`src/rtl/core/lsrc_pkg.sv`:
```
// ----------------------------------------------------------------------------
// Landmark shape-in-rectangle check: shared package
// Field widths, register indexes, fail codes and the rectangle record.
// ----------------------------------------------------------------------------
package lsrc_pkg;

	localparam int COORD_W        = 16;
	localparam int RECT_W         = 12;
	localparam int REASON_W       = 3;
	localparam int CFG_IDX_W      = 4;
	localparam int DEF_MAX_POINTS = 128;

	// configuration register indexes
	typedef enum logic [CFG_IDX_W-1:0] {
		CFG_RECT_LEFT   = 4'd0,
		CFG_RECT_TOP    = 4'd1,
		CFG_RECT_WIDTH  = 4'd2,
		CFG_RECT_HEIGHT = 4'd3
	} cfg_idx_t;

	// verdict codes, first failing test wins
	typedef enum logic [REASON_W-1:0] {
		REASON_PASS   = 3'd0,
		REASON_SPAN_X = 3'd1,
		REASON_SPAN_Y = 3'd2,
		REASON_CTR_X  = 3'd3,
		REASON_CTR_Y  = 3'd4
	} reason_t;

	typedef struct packed {
		logic [RECT_W-1:0] left;
		logic [RECT_W-1:0] top;
		logic [RECT_W-1:0] width;
		logic [RECT_W-1:0] height;
	} rect_t;

endpackage

```
`src/rtl/core/lsrc_channels.sv`:
```
// ----------------------------------------------------------------------------
// Landmark shape-in-rectangle check: channel interfaces
// Point input, verdict output and register write channels.
// ----------------------------------------------------------------------------
interface lsrc_point_if;
	logic                        valid;
	logic                        ready;
	logic [lsrc_pkg::COORD_W-1:0] point_x;
	logic [lsrc_pkg::COORD_W-1:0] point_y;
	logic                        last_point;

	modport source (output valid, point_x, point_y, last_point, input ready);
	modport sink   (input valid, point_x, point_y, last_point, output ready);
endinterface

interface lsrc_result_if;
	logic                         valid;
	logic                         ready;
	logic                         inside_res;
	logic [lsrc_pkg::REASON_W-1:0] fail_reason;

	modport source (output valid, inside_res, fail_reason, input ready);
	modport sink   (input valid, inside_res, fail_reason, output ready);
endinterface

interface lsrc_cfg_if;
	logic                          valid;
	logic                          ready;
	logic [lsrc_pkg::CFG_IDX_W-1:0] reg_index;
	logic [lsrc_pkg::RECT_W-1:0]    wr_data;

	modport source (output valid, reg_index, wr_data, input ready);
	modport sink   (input valid, reg_index, wr_data, output ready);
endinterface

```
`src/rtl/core/landmark_shape_in_rect_check.sv`:
```
// ----------------------------------------------------------------------------
// Landmark shape-in-rectangle check: top level
// Accumulates landmark points and gives one fit verdict per shape.
// ----------------------------------------------------------------------------
//
//  channel   dir  payload                           transaction
//  --------  ---  --------------------------------  ------------------------
//  points    in   point_x, point_y, last_point      one landmark point
//  verdict   out  inside_res, fail_reason           one verdict per shape
//  cfg       in   reg_index, wr_data                one register write
//
//  One point can be taken every cycle. A non-last point never waits in the
//  input register; a last point waits there while the snapshot is occupied,
//  and the points behind it wait with it.
//  A verdict passes from its last point through the input register, the
//  snapshot, the products and the comparisons into the result register. The
//  pipeline stages only stall when the verdict side backs up into them.
//  Reset clears the accumulators and sets the rectangle to left 0, top 0,
//  width 1, height 1. Register writes are always taken; write only while idle.
//
module landmark_shape_in_rect_check #(
	parameter int MAX_POINTS = lsrc_pkg::DEF_MAX_POINTS
) (
	input  logic          clk,
	input  logic          arst_n,
	lsrc_point_if.sink    points,
	lsrc_result_if.source verdict,
	lsrc_cfg_if.sink      cfg
);

	localparam int N_W = $clog2(MAX_POINTS + 1);
	localparam int T_W = $clog2(MAX_POINTS * ((1 << lsrc_pkg::COORD_W) - 1) + 1);

	lsrc_pkg::rect_t rect_q;

	logic                         job_valid;
	logic                         job_ready;
	logic [lsrc_pkg::COORD_W-1:0] job_span_x;
	logic [lsrc_pkg::COORD_W-1:0] job_span_y;
	logic [T_W-1:0]               job_total_x;
	logic [T_W-1:0]               job_total_y;
	logic [N_W-1:0]               job_count;

	// register writes need no back-pressure
	assign cfg.ready = 1'b1;

	// hold the rectangle; drop writes to indexes beyond the list
	always_ff @(posedge clk or negedge arst_n) begin
		if (!arst_n) begin
			rect_q.left   <= '0;
			rect_q.top    <= '0;
			rect_q.width  <= lsrc_pkg::RECT_W'(1);
			rect_q.height <= lsrc_pkg::RECT_W'(1);
		end else if (cfg.valid) begin
			unique case (cfg.reg_index)
				lsrc_pkg::CFG_RECT_LEFT:   rect_q.left   <= cfg.wr_data;
				lsrc_pkg::CFG_RECT_TOP:    rect_q.top    <= cfg.wr_data;
				lsrc_pkg::CFG_RECT_WIDTH:  rect_q.width  <= cfg.wr_data;
				lsrc_pkg::CFG_RECT_HEIGHT: rect_q.height <= cfg.wr_data;
				default: ;
			endcase
		end
	end

	// min, max, sum and count; snapshot handed on at each last point
	lsrc_accum #(
		.MAX_POINTS(MAX_POINTS)
	) u_accum (
		.clk         (clk),
		.arst_n      (arst_n),
		.points      (points),
		.job_valid   (job_valid),
		.job_ready   (job_ready),
		.job_span_x  (job_span_x),
		.job_span_y  (job_span_y),
		.job_total_x (job_total_x),
		.job_total_y (job_total_y),
		.job_count   (job_count)
	);

	// cross-multiplied span and centre tests, first failure reported
	lsrc_verdict #(
		.MAX_POINTS(MAX_POINTS)
	) u_verdict (
		.clk         (clk),
		.arst_n      (arst_n),
		.rect        (rect_q),
		.job_valid   (job_valid),
		.job_ready   (job_ready),
		.job_span_x  (job_span_x),
		.job_span_y  (job_span_y),
		.job_total_x (job_total_x),
		.job_total_y (job_total_y),
		.job_count   (job_count),
		.verdict     (verdict)
	);

endmodule

```
`src/rtl/core/lsrc_accum.sv`:
```
// ----------------------------------------------------------------------------
// Landmark shape-in-rectangle check: point accumulator
// Input register, running min/max/sum/count, and a snapshot on the last point.
// ----------------------------------------------------------------------------
module lsrc_accum #(
	parameter int MAX_POINTS = lsrc_pkg::DEF_MAX_POINTS
) (
	input  logic                             clk,
	input  logic                             arst_n,
	lsrc_point_if.sink                       points,
	output logic                             job_valid,
	input  logic                             job_ready,
	output logic [lsrc_pkg::COORD_W-1:0]     job_span_x,
	output logic [lsrc_pkg::COORD_W-1:0]     job_span_y,
	output logic [$clog2(MAX_POINTS * ((1 << lsrc_pkg::COORD_W) - 1) + 1)-1:0] job_total_x,
	output logic [$clog2(MAX_POINTS * ((1 << lsrc_pkg::COORD_W) - 1) + 1)-1:0] job_total_y,
	output logic [$clog2(MAX_POINTS + 1)-1:0] job_count
);

	localparam int CW  = lsrc_pkg::COORD_W;
	localparam int N_W = $clog2(MAX_POINTS + 1);
	localparam int T_W = $clog2(MAX_POINTS * ((1 << CW) - 1) + 1);

	logic          valid_s1;
	logic [CW-1:0] x_s1;
	logic [CW-1:0] y_s1;
	logic          last_s1;
	logic          go_s1;

	logic [CW-1:0]  least_x_q, greatest_x_q, least_y_q, greatest_y_q;
	logic [T_W-1:0] total_x_q, total_y_q;
	logic [N_W-1:0] count_q;

	logic [CW-1:0]  least_x_n, greatest_x_n, least_y_n, greatest_y_n;
	logic [T_W-1:0] total_x_n, total_y_n;
	logic [N_W-1:0] count_n;
	logic           keep;

	logic           job_valid_s2;
	logic [CW-1:0]  span_x_s2, span_y_s2;
	logic [T_W-1:0] total_x_s2, total_y_s2;
	logic [N_W-1:0] count_s2;

	// a non-last point never waits; a last point waits for a free snapshot slot
	assign go_s1        = valid_s1 && (!last_s1 || !job_valid_s2 || job_ready);
	assign points.ready = !valid_s1 || go_s1;

	always_ff @(posedge clk or negedge arst_n) begin
		if (!arst_n) begin
			valid_s1 <= 1'b0;
		end else if (points.ready) begin
			valid_s1 <= points.valid;
		end
	end

	always_ff @(posedge clk) begin
		if (points.ready && points.valid) begin
			x_s1    <= points.point_x;
			y_s1    <= points.point_y;
			last_s1 <= points.last_point;
		end
	end

	// drop points beyond the capacity
	assign keep = count_q < N_W'(MAX_POINTS);

	always_comb begin
		least_x_n    = least_x_q;
		greatest_x_n = greatest_x_q;
		least_y_n    = least_y_q;
		greatest_y_n = greatest_y_q;
		total_x_n    = total_x_q;
		total_y_n    = total_y_q;
		count_n      = count_q;
		if (keep) begin
			if (x_s1 < least_x_q)    least_x_n    = x_s1;
			if (x_s1 > greatest_x_q) greatest_x_n = x_s1;
			if (y_s1 < least_y_q)    least_y_n    = y_s1;
			if (y_s1 > greatest_y_q) greatest_y_n = y_s1;
			total_x_n = total_x_q + T_W'(x_s1);
			total_y_n = total_y_q + T_W'(y_s1);
			count_n   = count_q + N_W'(1);
		end
	end

	always_ff @(posedge clk or negedge arst_n) begin
		if (!arst_n) begin
			least_x_q    <= '1;
			greatest_x_q <= '0;
			least_y_q    <= '1;
			greatest_y_q <= '0;
			total_x_q    <= '0;
			total_y_q    <= '0;
			count_q      <= '0;
		end else if (go_s1) begin
			if (last_s1) begin
				least_x_q    <= '1;
				greatest_x_q <= '0;
				least_y_q    <= '1;
				greatest_y_q <= '0;
				total_x_q    <= '0;
				total_y_q    <= '0;
				count_q      <= '0;
			end else begin
				least_x_q    <= least_x_n;
				greatest_x_q <= greatest_x_n;
				least_y_q    <= least_y_n;
				greatest_y_q <= greatest_y_n;
				total_x_q    <= total_x_n;
				total_y_q    <= total_y_n;
				count_q      <= count_n;
			end
		end
	end

	always_ff @(posedge clk or negedge arst_n) begin
		if (!arst_n) begin
			job_valid_s2 <= 1'b0;
		end else if (go_s1 && last_s1) begin
			job_valid_s2 <= 1'b1;
		end else if (job_ready) begin
			job_valid_s2 <= 1'b0;
		end
	end

	// at least one point is always kept, so greatest never lies below least
	always_ff @(posedge clk) begin
		if (go_s1 && last_s1) begin
			span_x_s2  <= greatest_x_n - least_x_n;
			span_y_s2  <= greatest_y_n - least_y_n;
			total_x_s2 <= total_x_n;
			total_y_s2 <= total_y_n;
			count_s2   <= count_n;
		end
	end

	assign job_valid   = job_valid_s2;
	assign job_span_x  = span_x_s2;
	assign job_span_y  = span_y_s2;
	assign job_total_x = total_x_s2;
	assign job_total_y = total_y_s2;
	assign job_count   = count_s2;

endmodule

```
`src/rtl/core/lsrc_verdict.sv`:
```
// ----------------------------------------------------------------------------
// Landmark shape-in-rectangle check: verdict pipeline
// Products stage, then comparisons and fail priority into the result register.
// ----------------------------------------------------------------------------
module lsrc_verdict #(
	parameter int MAX_POINTS = lsrc_pkg::DEF_MAX_POINTS
) (
	input  logic                             clk,
	input  logic                             arst_n,
	input  lsrc_pkg::rect_t                  rect,
	input  logic                             job_valid,
	output logic                             job_ready,
	input  logic [lsrc_pkg::COORD_W-1:0]     job_span_x,
	input  logic [lsrc_pkg::COORD_W-1:0]     job_span_y,
	input  logic [$clog2(MAX_POINTS * ((1 << lsrc_pkg::COORD_W) - 1) + 1)-1:0] job_total_x,
	input  logic [$clog2(MAX_POINTS * ((1 << lsrc_pkg::COORD_W) - 1) + 1)-1:0] job_total_y,
	input  logic [$clog2(MAX_POINTS + 1)-1:0] job_count,
	lsrc_result_if.source                    verdict
);

	localparam int RW    = lsrc_pkg::RECT_W;
	localparam int CW    = lsrc_pkg::COORD_W;
	localparam int N_W   = $clog2(MAX_POINTS + 1);
	localparam int T_W   = $clog2(MAX_POINTS * ((1 << CW) - 1) + 1);
	localparam int SP_W  = RW + 5;          // 24 * size
	localparam int BS_W  = RW + 6;          // 32 * edge + 16 * size
	localparam int L_W   = T_W + 1;         // 2 * total
	localparam int P_W   = N_W + BS_W;      // count * centre term
	localparam int B_W   = N_W + RW;        // count * size
	localparam int M1_W  = (L_W > P_W) ? L_W : P_W;
	localparam int CMP_W = (M1_W > (B_W + 4)) ? M1_W : (B_W + 4);

	logic [SP_W-1:0] lim_x, lim_y;
	logic [BS_W-1:0] base_x, base_y;

	logic           valid_s3;
	logic           span_x_fail_s3, span_y_fail_s3;
	logic [L_W-1:0] lhs_x_s3, lhs_y_s3;
	logic [P_W-1:0] ctr_x_s3, ctr_y_s3;
	logic [B_W-1:0] bnd_x_s3, bnd_y_s3;

	logic           valid_s4;
	logic           inside_s4;
	logic [lsrc_pkg::REASON_W-1:0] reason_s4;

	logic             out_free, s3_free;
	logic [CMP_W-1:0] lx, cx, ly, cy, dist_x, dist_y, lim_cx, lim_cy;
	logic             ctr_x_fail, ctr_y_fail;
	lsrc_pkg::reason_t reason;

	assign out_free  = !valid_s4 || verdict.ready;
	assign s3_free   = !valid_s3 || out_free;
	assign job_ready = s3_free;

	// span limits and centre terms in 1/16 pixel units
	assign lim_x  = SP_W'({rect.width, 4'b0}) + SP_W'({rect.width, 3'b0});
	assign lim_y  = SP_W'({rect.height, 4'b0}) + SP_W'({rect.height, 3'b0});
	assign base_x = BS_W'({rect.left, 5'b0}) + BS_W'({rect.width, 4'b0});
	assign base_y = BS_W'({rect.top, 5'b0}) + BS_W'({rect.height, 4'b0});

	always_ff @(posedge clk or negedge arst_n) begin
		if (!arst_n) begin
			valid_s3 <= 1'b0;
		end else if (s3_free) begin
			valid_s3 <= job_valid;
		end
	end

	always_ff @(posedge clk) begin
		if (s3_free && job_valid) begin
			span_x_fail_s3 <= SP_W'(job_span_x) > lim_x;
			span_y_fail_s3 <= SP_W'(job_span_y) > lim_y;
			lhs_x_s3       <= {job_total_x, 1'b0};
			lhs_y_s3       <= {job_total_y, 1'b0};
			ctr_x_s3       <= {{BS_W{1'b0}}, job_count} * {{N_W{1'b0}}, base_x};
			ctr_y_s3       <= {{BS_W{1'b0}}, job_count} * {{N_W{1'b0}}, base_y};
			bnd_x_s3       <= {{RW{1'b0}}, job_count} * {{N_W{1'b0}}, rect.width};
			bnd_y_s3       <= {{RW{1'b0}}, job_count} * {{N_W{1'b0}}, rect.height};
		end
	end

	// distance of twice the total from count times twice the centre
	always_comb begin
		lx     = CMP_W'(lhs_x_s3);
		cx     = CMP_W'(ctr_x_s3);
		ly     = CMP_W'(lhs_y_s3);
		cy     = CMP_W'(ctr_y_s3);
		dist_x = (lx >= cx) ? (lx - cx) : (cx - lx);
		dist_y = (ly >= cy) ? (ly - cy) : (cy - ly);
		lim_cx = CMP_W'({bnd_x_s3, 4'b0});
		lim_cy = CMP_W'({bnd_y_s3, 4'b0});
		ctr_x_fail = dist_x > lim_cx;
		ctr_y_fail = dist_y > lim_cy;
	end

	always_comb begin
		priority if (span_x_fail_s3) reason = lsrc_pkg::REASON_SPAN_X;
		else if (span_y_fail_s3)     reason = lsrc_pkg::REASON_SPAN_Y;
		else if (ctr_x_fail)         reason = lsrc_pkg::REASON_CTR_X;
		else if (ctr_y_fail)         reason = lsrc_pkg::REASON_CTR_Y;
		else                         reason = lsrc_pkg::REASON_PASS;
	end

	always_ff @(posedge clk or negedge arst_n) begin
		if (!arst_n) begin
			valid_s4 <= 1'b0;
		end else if (out_free) begin
			valid_s4 <= valid_s3;
		end
	end

	always_ff @(posedge clk) begin
		if (out_free && valid_s3) begin
			inside_s4 <= (reason == lsrc_pkg::REASON_PASS);
			reason_s4 <= reason;
		end
	end

	assign verdict.valid       = valid_s4;
	assign verdict.inside_res  = inside_s4;
	assign verdict.fail_reason = reason_s4;

endmodule

```
`src/flat_wrapper.sv`:
```
// flat-port wrapper written by rule: the top's interface ports become plain ports
module landmark_shape_in_rect_check_flat 
#(
	parameter int MAX_POINTS = lsrc_pkg::DEF_MAX_POINTS
)
  (clk, arst_n, points_valid, points_point_x, points_point_y, points_last_point, points_ready, verdict_valid, verdict_inside_res, verdict_fail_reason, verdict_ready, cfg_valid, cfg_reg_index, cfg_wr_data, cfg_ready);
  lsrc_point_if points_i ();
  lsrc_result_if verdict_i ();
  lsrc_cfg_if cfg_i ();
  input  logic clk;
  input  logic arst_n;
  input wire logic [$bits(points_i.valid)-1:0] points_valid;
  input wire logic [$bits(points_i.point_x)-1:0] points_point_x;
  input wire logic [$bits(points_i.point_y)-1:0] points_point_y;
  input wire logic [$bits(points_i.last_point)-1:0] points_last_point;
  output wire logic [$bits(points_i.ready)-1:0] points_ready;
  output wire logic [$bits(verdict_i.valid)-1:0] verdict_valid;
  output wire logic [$bits(verdict_i.inside_res)-1:0] verdict_inside_res;
  output wire logic [$bits(verdict_i.fail_reason)-1:0] verdict_fail_reason;
  input wire logic [$bits(verdict_i.ready)-1:0] verdict_ready;
  input wire logic [$bits(cfg_i.valid)-1:0] cfg_valid;
  input wire logic [$bits(cfg_i.reg_index)-1:0] cfg_reg_index;
  input wire logic [$bits(cfg_i.wr_data)-1:0] cfg_wr_data;
  output wire logic [$bits(cfg_i.ready)-1:0] cfg_ready;
  assign points_i.valid = points_valid;
  assign points_i.point_x = points_point_x;
  assign points_i.point_y = points_point_y;
  assign points_i.last_point = points_last_point;
  assign points_ready = points_i.ready;
  assign verdict_valid = verdict_i.valid;
  assign verdict_inside_res = verdict_i.inside_res;
  assign verdict_fail_reason = verdict_i.fail_reason;
  assign verdict_i.ready = verdict_ready;
  assign cfg_i.valid = cfg_valid;
  assign cfg_i.reg_index = cfg_reg_index;
  assign cfg_i.wr_data = cfg_wr_data;
  assign cfg_ready = cfg_i.ready;
  landmark_shape_in_rect_check #(.MAX_POINTS(MAX_POINTS)) u_core (.clk(clk), .arst_n(arst_n), .points(points_i), .verdict(verdict_i), .cfg(cfg_i));
endmodule
```
`config.mk`:
```
export PLATFORM = sky130hd
export DESIGN_NAME = landmark_shape_in_rect_check_flat
export DESIGN_NICKNAME = d
export VERILOG_FILES = /design/src/rtl/core/lsrc_pkg.sv /design/src/rtl/core/lsrc_channels.sv /design/src/rtl/core/landmark_shape_in_rect_check.sv /design/src/rtl/core/lsrc_accum.sv /design/src/rtl/core/lsrc_verdict.sv /design/src/flat_wrapper.sv
export SDC_FILE = /design/constraint.sdc
export NUM_CORES = 2
export LEC_CHECK = 0
export ABC_AREA = 1
export BUFFER_PORTS_ARGS = -buffer_cell sky130_fd_sc_hd__buf_2
export CAP_MARGIN = 10
export CORE_MARGIN = 3
export CORE_UTILIZATION = 51
export DETAILED_ROUTE_END_ITERATION = 10
export PLACE_DENSITY = 0.8
export REMOVE_ABC_BUFFERS = 1
export SETUP_SLACK_MARGIN = 0.4
export SLEW_MARGIN = 0
export SYNTH_ARGS = -nofsm -noshare
export SYNTH_HDL_FRONTEND = slang
export SYNTH_SLANG_ARGS = --single-unit
```
`constraint.sdc`:
```
create_clock -name clk -period 5.7 [get_ports clk]
set_clock_uncertainty 0.15 [all_clocks]
set_input_delay 0.285 -clock clk [delete_from_list [all_inputs] [get_ports clk]]
set_output_delay 0.285 -clock clk [all_outputs]
set_load 0.05 [all_outputs]
```
## Word-level counts from Yosys, hierarchy flattened

Index checks and enable logic that the tools add are counted.
Widths: inputs -> output; s select.

- Bits in registers: 433
- Input port bits: 54

- Add/sub/neg operators: 13
- Multipliers: 4
- Order comparisons: 11
- Eq/ne operators: 3
- Mux-type cells: 26
- Reductions and logical operators: 22

Operators with widths:

| cell | number |
|---|---|
| $mux 16 | 12 |
| $mux 23 | 4 |
| $ge 24x26->1 | 2 |
| $gt 26x24->1 | 2 |
| $mul 8x18->26 | 2 |
| $mux 26 | 2 |
| $sub 24x26->26 | 2 |
| $sub 26x24->26 | 2 |
| $add 23x16->23 | 2 |
| $mul 8x12->20 | 2 |
| $add 17x16->18 | 2 |
| $add 16x15->17 | 2 |
| $gt 16x17->1 | 2 |
| $gt 16x16->1 | 2 |
| $lt 16x16->1 | 2 |
| $sub 16x16->16 | 2 |
| $mux 8 | 2 |
| $mux 3 | 4 |
| $add 8x1->8 const B | 1 |
| $eq 4x2->1 const B | 2 |
| $lt 8x8->1 const B | 1 |
| $reduce_and 2->1 | 4 |
| $logic_and 1x1->1 | 5 |
| $logic_not 1->1 | 5 |
| 6 further kinds | 11 |

## Logic depth before layout (Yosys ltp)

- Word-level depth: 8
- Depth in mapped cells: 33
- Gate-level depth less buffers: 31

## Hierarchy

Synthesis repeated with hierarchy kept, for this count alone.

- Cell total of the unflattened synthesis: 5468
- Area total of the unflattened synthesis: 42722.2 um^2

By module, submodules not included:

| module | instances | cells each | area an instance (um^2) | seq. area each (um^2) |
|---|---|---|---|---|
| lsrc_verdict | 1 | 3491 | 26082.5 | 4073.9 |
| lsrc_accum | 1 | 1755 | 14611.5 | 6616.3 |
| landmark_shape_in_rect_check | 1 | 222 | 2028.2 | 1203.7 |

## Least setup slack after synthesis

Ideal clock, no wire load.

- Path kind: reg2reg
- From: reg u_core.rect_q[2] (netlist bit)
- To: reg u_core.u_verdict.ctr_y_s3[25], data pin
- Setup time: 0.262 ns
- Data arrival time: 5.604 ns
- Setup slack: -0.316 ns
- Stages on the path, launching flop included: 29
- Buffers on the path: 1
- Clock period less this slack: 6.016 ns
- Path through: dfrtp_1 clkbuf_1 inv_1 fa_1 nor2_1 a211oi_1 o21ai_0 nand2_1 nand2_1 a21oi_1 or2_2 nand2_1 nor2_1 fa_1 fa_1 fa_1 inv_1 fa_1 inv_1 ha_1 nand2_1 nor2_1 inv_1 o211ai_1 nand2_1 nand2_1 nand2_1 o21bai_1 xor2_1

- Word-level cells in the longest chain between the ends: 2

Ends and longest elaborated chain:

| element | line | RTL |
|---|---|---|
| start, declared | landmark_shape_in_rect_check.sv:34 | `lsrc_pkg::rect_t rect_q;` |
| $add 17x16->18 | lsrc_verdict.sv:59 | `assign base_y = BS_W'({rect.top, 5'b0}) + BS_W'({rect.height, 4'b0});` |
| $mul 8x18->26 | lsrc_verdict.sv:76 | `ctr_y_s3 <= {{BS_W{1'b0}}, job_count} * {{N_W{1'b0}}, base_y};` |
| end signal, assigned | lsrc_verdict.sv:76 |  |
| end, declared | lsrc_verdict.sv:39 | `logic [P_W-1:0] ctr_x_s3, ctr_y_s3;` |

No other way between the ends.
A chain may end at the register's enable or synchronous reset.

## Worst setup path in the final report

- From: reg u_core.rect_q[1] (netlist bit)
- To: reg u_core.u_verdict.ctr_y_s3[25], data pin

The elaborated chain is that of the path after synthesis.

==> metrics.txt <==
outcome complete, but fails checks; failing checks setup timing; die area 86200 um^2; Rows 104; first-pass GRT wire length 179000 um; Crit path max-delay family adder cells; vias in the first global route 35.3k; Setup Crit Path Kind reg2reg; post-synthesis async set-or-reset flop share 40.2%; DP Wirelength 83100 um; Area Overhead vs Synth 15.1%; Cell variety after synth 60; Hold Slack 0.152 ns; Post-Route WL 113000 um; leading register cell type out of synthesis edfxtp_1; Detail Route Antenna Nets 0; Worst setup EP type flip-flop; mean area per synthesized cell 7.86 um^2; Total Neg Setup Slack -0.231 ns; drt initial violations 3462; vias per std cell 5.44; Worst-Margin Slew 0.973 ns; Syn Inst Count 5369; largest area contributor in the netlist edfxtp_1; Placement Setup Slack -0.455 ns; DR vias 36.4k; CP startpoint kind flip-flop; max_cap viols 0; Final Slew Violations 0; Buf+Inv Stages, Crit Path 7; Setup-failing EPs final 4; Core ar. 81200 um^2; CP max-delay cell fa_1; Clock Latency Late Sink 0.61 ns; Initial Utilization 52.0%; pin count of the biggest net entering global routing 148; Clock Path Buffers 3; # nets final 6414; Layout fillers 6804; CTS buffer count 46; share of layout cells above drive strength 1 12.1%; number of hold violations in the final report 0; warning count from the yosys run 0; I/O pin total 61; wire per inst 16.8 um; most used cell, CP fa_1; Seq/Total Area, Yosys 28.2%; Seq cells post-synth 423; Crit Path Max Fanout 4; EDFF count, synth 253; final worst setup slack -0.134 ns; shortest period the worst path allows 5.83 ns; Register Area 11900 um^2; area of the multi-input gates 26700 um^2; TritonCTS clock tree built; Die H 294 um; Ant. Diodes 0; Critical Path RT 5.89 ns; Final period util 102%; router iterations before antenna repair 6; routability cong. 0.967; Slew HR 34.9%; top cells by area, synth edfxtp_1, ha_1, fa_1; Tot GR Track Use 25.4%; Cell Area, Synth 42200 um^2; top-area cell type share of the netlist area 18.0%; Die Wd 294 um; input/output buffers 59; initial antenna violation count 1; RSZ-0062 raised after global routing true; DRC viols 0; H-tree depth 2; CP arrival 6.03 ns; CTS root buffer clkbuf_16; Clock transition at path regs 0.06 ns; total grt overflow 0; f_max 171 MHz; crit-path max cell delay 0.54 ns; flop2flop setup slack -0.13 ns; type of the most critical hold path in2async; Num Clock Sinks 423
state kept, by name, indices dropped and copies added, names as in the netlist, 3 cells and up:
register and count:
u_core.u_accum.greatest_y_q 16, u_core.u_verdict.verdict.fail_reason 3, u_core.u_accum.least_x_q 16, u_core.u_accum.job_total_x 23
u_core.u_verdict.ctr_y_s3 22, u_core.u_accum.total_y_q 23, u_core.u_verdict.bnd_x_s3 19, u_core.u_verdict.ctr_x_s3 22
u_core.u_verdict.lhs_x_s3 23, u_core.u_accum.job_count 8, u_core.u_accum.least_y_q 16, u_core.u_accum.y_s1 16
u_core.u_accum.job_total_y 23, u_core.u_verdict.bnd_y_s3 19, u_core.u_verdict.lhs_y_s3 23, u_core.u_accum.count_q 8
u_core.u_accum.x_s1 16, u_core.u_accum.total_x_q 23, u_core.u_accum.job_span_x 16, u_core.rect_q 48
u_core.u_accum.greatest_x_q 16, u_core.u_accum.job_span_y 16
synth_stat cells, drive strengths merged, types with 2 or more instances:
master / n
a211oi: 13
a21bo: 2
a21boi: 11
a21o: 25
a21oi: 318
a221oi: 3
a22o: 7
a22oi: 3
a31o: 2
a31oi: 20
and2: 7
buf: 40
clkbuf: 93
clkinv: 2
dfrtp: 136
dfstp: 34
edfxtp: 253
fa: 272
ha: 484
inv: 1173
nand2: 1234
nand3: 162
nand3b: 4
nand4: 31
nor2: 315
nor3: 45
nor4: 11
o2111ai: 3
o211a: 2
o211ai: 17
o21a: 14
o21ai: 343
o21bai: 22
o221ai: 3
o22ai: 44
o31ai: 11
or2: 27
xnor2: 55
xor2: 124
cells by family (layout without fill, tap and decap cells):
group	count (synthesis)	after routing	synth area share, %
simple gates	1836	1836	17.6
buf+inv	1308	1581	11.8
compound gates	865	865	11.4
fa+ha+maj	756	756	27.3
flops	423	423	28.2
xor+xnor	179	179	3.72
other cells	1	1	0.00889
mux	1	1	0.0237
layout make-up:
cell class	instances	share of cell area, %
Clock buffer	57	2.58
Clock inverter	29	0.832
Inverter	1175	9.11
Multi-Input combinational cell	3638	55.0
Sequential cell	423	24.5
Tap cell	1060	2.73
Timing Repair Buffer	320	5.22
metal layers:
metal / vias to the layer above / wire [um] / track usage [%] / share of wire, %
li1: 17449 / - / - / -
met1: 17292 / 48600 / 35.2 / 43
met2: 1461 / 51500 / 41.4 / 46
met3: 245 / 9270 / 4.32 / 8.2
met4: 2 / 3410 / 7.24 / 3.0
met5: - / 13 / 0 / 0.012
cell usage in the layout, fill, tap and decap left out, types with 11 or more instances in the layout:
master / n
inv_1: 1136
o21ai_0: 308
buf_6: 26
a211oi_1: 12
a21oi_1: 291
nand3_1: 150
ha_4: 36
a31oi_1: 18
dfrtp_1: 136
o211ai_1: 17
ha_1: 444
o31ai_1: 11
fa_1: 265
nor2_1: 274
clkbuf_16: 47
nand2_1: 1178
buf_4: 182
a21o_1: 25
buf_2: 58
nor2_4: 16
nor2_2: 25
o21bai_1: 18
nand2_4: 14
o21ai_1: 24
o22ai_1: 44
nor3_1: 39
edfxtp_1: 253
xor2_1: 119
xnor2_1: 50
or2_2: 22
a21oi_2: 19
nand2_2: 41
o21a_1: 14
dlygate4sd3_1: 49
dfstp_2: 34
inv_2: 31
nand4_1: 31
path summary, 6_finish.rpt:
check | startpoint | end | depth (start not counted)
max | u_core.rect_q[1] | u_core.u_verdict.ctr_y_s3[25] | 28
min | arst_n | u_core.u_accum.total_x_q[8] | 3
max reg2reg | u_core.rect_q[1] | u_core.u_verdict.ctr_y_s3[25] | 28
min reg2reg | u_core.u_accum.job_total_x[0] | u_core.u_verdict.lhs_x_s3[1] | 0
max in group asynchronous | arst_n | u_core.u_accum.total_x_q[22] | 4
min in group clk | points_point_y[5] | u_core.u_accum.y_s1[5] | 2
worst min-delay path, delay by kind of cell:
| kind | cells | cell delay, ns |
|---|---|---|
| buf+inv | 3 | 1.15 |
stage by stage:
stage | cell area, um^2 | utilization, % | instances
after global routing | 48500 | 59.8 | 6702
after detailed placement | 44400 | 54.7 | 6500
after floorplan | 41600 | - | 5236
after global placement | 44400 | 54.7 | 6500
after CTS | 47700 | 58.7 | 6678
final | 48500 | 59.8 | 6702
what timing repair did:
item | 4_1_cts | 5_1_grt
endpoints found under the hold margin | 208 | 0
gates resized for setup | 194 | 143
setup buffers | 43 | 23
setup endpoints to repair | 26 | 32
hold buffers | 49 | 0
pin swaps | 119 | 96
Power is left out: the tool's default activity adds up to more than one toggle a clock period on the data nets, which glitch-free logic cannot reach.
